File: config.mk
export PLATFORM = sky130hd
export DESIGN_NAME = olwd_front
export DESIGN_NICKNAME = d
export VERILOG_FILES = /design/src/rtl/core/olwd_pkg.sv /design/src/rtl/core/olwd_front.sv
export SDC_FILE = /design/constraint.sdc
export NUM_CORES = 1
export LEC_CHECK = 0
export BUFFER_PORTS_ARGS = -buffer_cell sky130_fd_sc_hd__buf_2
export CAP_MARGIN = 20
export CORE_ASPECT_RATIO = 0.6
export CORE_UTILIZATION = 51
export CTS_CLUSTER_SIZE = 40
export DETAILED_ROUTE_END_ITERATION = 6
export GPL_TIMING_DRIVEN = 1
export PLACE_DENSITY = 0.88
export SYNTH_ARGS = -nofsm -noshare
export SYNTH_HDL_FRONTEND = slang
export SYNTH_SLANG_ARGS = --single-unit
export TNS_END_PERCENT = 100
File: constraint.sdc
create_clock -name aclk -period 2.6 [get_ports aclk]
set_clock_uncertainty 0.05 [all_clocks]
set_input_delay 0.13 -clock aclk [delete_from_list [all_inputs] [get_ports aclk]]
set_output_delay 0.13 -clock aclk [all_outputs]
set_load 0.02 [all_outputs]
File: src/rtl/core/olwd_pkg.sv
`timescale 1ns / 1ps
`default_nettype none

package olwd_pkg;

    localparam int VALUE_W     = 32;
    localparam int ACTION_W    = 3;
    localparam int STATUS_W    = 2;
    localparam int LEN_W       = 7;
    localparam int QUEUE_DEPTH = 2;

    localparam logic [ACTION_W-1:0] ACT_APPEND    = 3'd0;
    localparam logic [ACTION_W-1:0] ACT_DEL_HEAD  = 3'd1;
    localparam logic [ACTION_W-1:0] ACT_DEL_TAIL  = 3'd2;
    localparam logic [ACTION_W-1:0] ACT_DEL_MATCH = 3'd3;
    localparam logic [ACTION_W-1:0] ACT_DUMP      = 3'd4;

    localparam logic [STATUS_W-1:0] ST_OK       = 2'd0;
    localparam logic [STATUS_W-1:0] ST_EMPTY    = 2'd1;
    localparam logic [STATUS_W-1:0] ST_FULL     = 2'd2;
    localparam logic [STATUS_W-1:0] ST_NOTFOUND = 2'd3;

    typedef enum logic [2:0] {
        OP_APPEND,
        OP_DEL_HEAD,
        OP_DEL_TAIL,
        OP_DEL_MATCH,
        OP_DUMP,
        OP_NONE
    } op_t;

    typedef enum logic [1:0] {
        BK_IDLE,
        BK_MATCH,
        BK_DUMP
    } back_state_t;

    typedef struct packed {
        op_t                       op;
        logic signed [VALUE_W-1:0] value;
    } cmd_t;

    function automatic op_t classify(input logic [ACTION_W-1:0] action);
        op_t op;
        case (action)
            ACT_APPEND:    op = OP_APPEND;
            ACT_DEL_HEAD:  op = OP_DEL_HEAD;
            ACT_DEL_TAIL:  op = OP_DEL_TAIL;
            ACT_DEL_MATCH: op = OP_DEL_MATCH;
            ACT_DUMP:      op = OP_DUMP;
            default:       op = OP_NONE;
        endcase
        return op;
    endfunction

endpackage

`default_nettype wire

File: src/rtl/core/olwd_front.sv
`timescale 1ns / 1ps
`default_nettype none

module olwd_front (
    input  wire logic                                aclk,
    input  wire logic                                aresetn,
    input  wire logic                                s_valid,
    output logic                                     s_ready,
    input  wire logic [olwd_pkg::ACTION_W-1:0]       s_action,
    input  wire logic signed [olwd_pkg::VALUE_W-1:0] s_value,
    output logic                                     cmd_valid,
    input  wire logic                                cmd_ready,
    output olwd_pkg::cmd_t                           cmd
);

    olwd_pkg::cmd_t q_reg [olwd_pkg::QUEUE_DEPTH];
    olwd_pkg::cmd_t q_next [olwd_pkg::QUEUE_DEPTH];
    logic           wr_ptr_reg, wr_ptr_next;
    logic           rd_ptr_reg, rd_ptr_next;
    logic [1:0]     fill_reg, fill_next;
    logic           push, pop;
    olwd_pkg::cmd_t incoming;

    assign s_ready   = (fill_reg != 2'(olwd_pkg::QUEUE_DEPTH));
    assign cmd_valid = (fill_reg != 2'd0);
    assign cmd       = q_reg[rd_ptr_reg];
    assign push      = s_valid && s_ready;
    assign pop       = cmd_valid && cmd_ready;

    // classify the request on entry
    assign incoming.op    = olwd_pkg::classify(s_action);
    assign incoming.value = s_value;

    always_comb begin
        q_next      = q_reg;
        wr_ptr_next = wr_ptr_reg;
        rd_ptr_next = rd_ptr_reg;
        fill_next   = fill_reg;
        if (push) begin
            q_next[wr_ptr_reg] = incoming;
            wr_ptr_next        = ~wr_ptr_reg;
        end
        if (pop) begin
            rd_ptr_next = ~rd_ptr_reg;
        end
        if (push && !pop) begin
            fill_next = fill_reg + 2'd1;
        end else if (pop && !push) begin
            fill_next = fill_reg - 2'd1;
        end
    end

    always_ff @(posedge aclk) begin
        if (!aresetn) begin
            wr_ptr_reg <= 1'b0;
            rd_ptr_reg <= 1'b0;
            fill_reg   <= 2'd0;
        end else begin
            wr_ptr_reg <= wr_ptr_next;
            rd_ptr_reg <= rd_ptr_next;
            fill_reg   <= fill_next;
        end
    end

    always_ff @(posedge aclk) begin
        q_reg <= q_next;
    end

endmodule

`default_nettype wire

==> metrics.md <==
| Metric | Value |
|---|---|
| Status | `complete, no violations` |
| Cell internal pwr | `0.002339 W` |
| Layout filler cell count | `346` |
| Worst path arrival time | `1.75 ns` |
| Total grt overflow | `0` |
| Max Buffers Root-to-Sink | `2` |
| HP Class | `in -> reg` |
| Crit path max-delay cell type | `dfxtp_2` |
| Flops & latches, synth | `74` |
| Crit path max fanout | `28` |
| Final setup fails | `0` |
| Crit. End Element | `primary output` |
| Cell Area, Synth | `0.002758 mm2` |
| Pwr/cell area | `891.4 mW/mm2` |
| Layout cell share with drive strength beyond 1 | `50.19%` |
| Die Wd | `96.93 um` |
| Largest net degree at the start of global routing | `36` |
| Initial antenna violation count | `0` |
| Net count after synthesis | `174` |
| Die height | `58.96 um` |
| Crit-path cells | `buf_4 > mux2_2 > buf_2` |
| Synth Area in XOR/XNOR | `0.9528%` |
| Placeable Area | `0.005130 mm2` |
| Max incr delay on CP | `0.45 ns` |
| 1st-iter DRT viols | `41` |
| Distinct cells, synth | `23` |
| Peak VDD IR | `0.0004857 V` |
| Slew margin rel. | `68.46%` |
| Clock sinks | `74` |
| Drt wl/cell | `15.14 um` |
| Post-detail-place hpwl | `2906 um` |
| Mux cell area share after synthesis | `14.29%` |
| Largest register FFs | `70` |
| Clock share of power | `22.7%` |
| Maxcap violations | `0` |
| ANT nets after route | `0` |
| Final WS setup | `0.6712 ns` |
| Power Total | `0.003327 W` |
| Post-Place Setup Slack | `0.9686 ns` |
| # DRC | `0` |
| Worst slew pin tran | `0.4732 ns` |
| RD Place Congestion | `0.6846` |
| Switching part of the total | `29.70%` |
| GRT Total Usage | `19.16%` |
| Final Hold Slack | `0.02395 ns` |
| Final Critical Period | `1.929 ns` |
| DRT Pass-1 Iters | `5` |
| CP Class | `reg -> out` |
| Final nets | `292` |
| CTS root buffer | `clkbuf_8` |
| Total CTS buffers | `9` |
| Register area share after synthesis | `79.13%` |
| I/O pin total | `76` |
| CP startpoint kind | `flip-flop` |
| F_max | `518.5 MHz` |
| Seq pwr share | `46.8%` |
| Row count | `20` |
| Footprint of the multi-input gates | `541.8 um2` |
| Cells after Synth | `134` |
| Final Max Slew Viols | `0` |
| Starting Density | `53.76%` |
| Period utilization | `74.19%` |
| CTS tree | `built` |
| H-tree depth | `3` |
| Synth Area in Compound Gates | `1.543%` |
| DR vias/cell | `4.830` |
| Clock Latency Late Sink | `0.33 ns` |
| Combinational share of power | `30.5%` |
| Cell leakage power | `1.424 nW` |
| Final WL | `4890 um` |
| Area grow syn2layout | `35.34%` |
| Die ar. | `0.005715 mm2` |
| Final Util | `72.76%` |
| CTS resizes | `0` |
| Syn avg cell area | `20.58 um2` |
| Final Hold Fails | `0` |
| CP Data Required Time | `2.42 ns` |
| Clk slew on worst S/H paths | `0.07 ns` |
| Synth Area in Simple Gates | `2.359%` |
| ANT cells | `0` |
| Vias in the first global route | `1,620` |
| RSZ-0062 raised after global routing | `false` |
| Main combinational cell family by area after synthesis | `multiplexers` |
| Via count | `1,560` |
| Synth warn | `0` |
| Adder-cell area share of the yosys netlist | `0.4537%` |
| First-pass GRT wire length | `7714 um` |
| IO Port Bufs | `75` |
| Reg area | `0.002183 mm2` |
| Setup TNS | `0 ns` |
| Psw | `0.0009880 W` |
==> placed cells by master (no fill, tap or decap) <==
master,n
a21bo_2,1
a21boi_0,1
a21boi_1,1
a21o_1,1
and2_1,3
and3_2,1
buf_12,1
buf_2,75
buf_4,2
clkbuf_1,5
clkbuf_8,11
dfxtp_1,3
dfxtp_2,1
dlygate4sd3_1,34
edfxtp_1,70
ha_1,1
inv_1,1
mux2_2,35
nand2b_4,1
nand3b_1,1
nor2b_1,1
o21ai_0,1
o21ai_1,1
or2_2,1
or3_1,1
xnor2_1,2
xor2_1,1
==> final timing paths <==
kind	from	end	slack, ns	cells after the start
hold reg to reg	fill_reg[1]	fill_reg[1]	0.51	2
setup / recovery	rd_ptr_reg	cmd[11]	0.67	3
hold / removal	s_action[0]	q_reg[32]	0.02	2
setup reg to reg	fill_reg[0]	q_reg[58]	0.94	4
==> Yosys cell counts <==
cell | number | area, um2
a21bo_2 | 1 | 10.01
a21boi_0 | 1 | 7.510
a21boi_1 | 1 | 7.510
a21o_1 | 1 | 7.510
and2_1 | 3 | 18.77
and3_1 | 1 | 6.260
buf_2 | 1 | 5.000
buf_4 | 3 | 22.52
clkbuf_1 | 1 | 3.750
dfxtp_1 | 4 | 80.08
edfxtp_1 | 70 | 2102
ha_1 | 1 | 12.51
inv_1 | 1 | 3.750
mux2_2 | 35 | 394.1
nand2b_4 | 1 | 13.76
nand3b_1 | 1 | 7.510
nor2b_1 | 1 | 6.260
o21ai_0 | 1 | 5.000
o21ai_1 | 1 | 5.000
or2_2 | 1 | 6.260
or3_1 | 1 | 6.260
xnor2_1 | 2 | 17.52
xor2_1 | 1 | 8.760
==> per-layer routing <==
layer	GRT usage [%]	wire length [um]	up-vias
li1	-	-	758
met1	22.48	2211	743
met2	31.39	2336	55
met3	8.907	301	4
met4	7.676	40	0
met5	0	0	-
==> power groups by stage <==
stage / clock network (W) / registers, W / logic (W)
after detailed placement: 0 / 0.00158 / 0.000969
after CTS: 0.000775 / 0.00156 / 0.00101
after global routing: 0.000823 / 0.00157 / 0.00109
after global placement: 0 / 0.00157 / 0.000966
final: 0.000755 / 0.00156 / 0.00102
after floorplan: 0 / 0.00155 / 0.000705
==> metrics by stage <==
step / cell area (um2) / instances
after floorplan: 2758 / 134
after global placement: 3222 / 273
after detailed placement: 3222 / 273
after CTS: 3732 / 323
after global routing: 3732 / 323
final: 3732 / 323
==> cell type report <==
| type | count | share of cell area [%] |
|---|---|---|
| sequential | 74 | 58.50 |
| multi-input combinational | 54 | 14.52 |
| clock buffer | 16 | 4.559 |
| timing repair buffer | 112 | 20.11 |
| inverter | 1 | 0.1006 |
| tap | 66 | 2.213 |
==> critical path, delay by kind of cell (launching register included) <==
kind / cells / cell delay, ns
buf+inv: 2 / 0.56
flops: 1 / 0.45
mux: 1 / 0.41
==> what timing repair did <==
action                                 in CTS  in global routing
setup buffers                               0                  0
hold buffers                               34                  0
endpoints found under the hold margin      67                  0
==> cells by family after synthesis <==
logic type / Yosys count
fa+ha+maj: 1
mux: 35
buf+inv: 6
compound gates: 6
xor+xnor: 3
simple gates: 9
flops: 74
No activity file was read; power rests on OpenSTA's default activity.
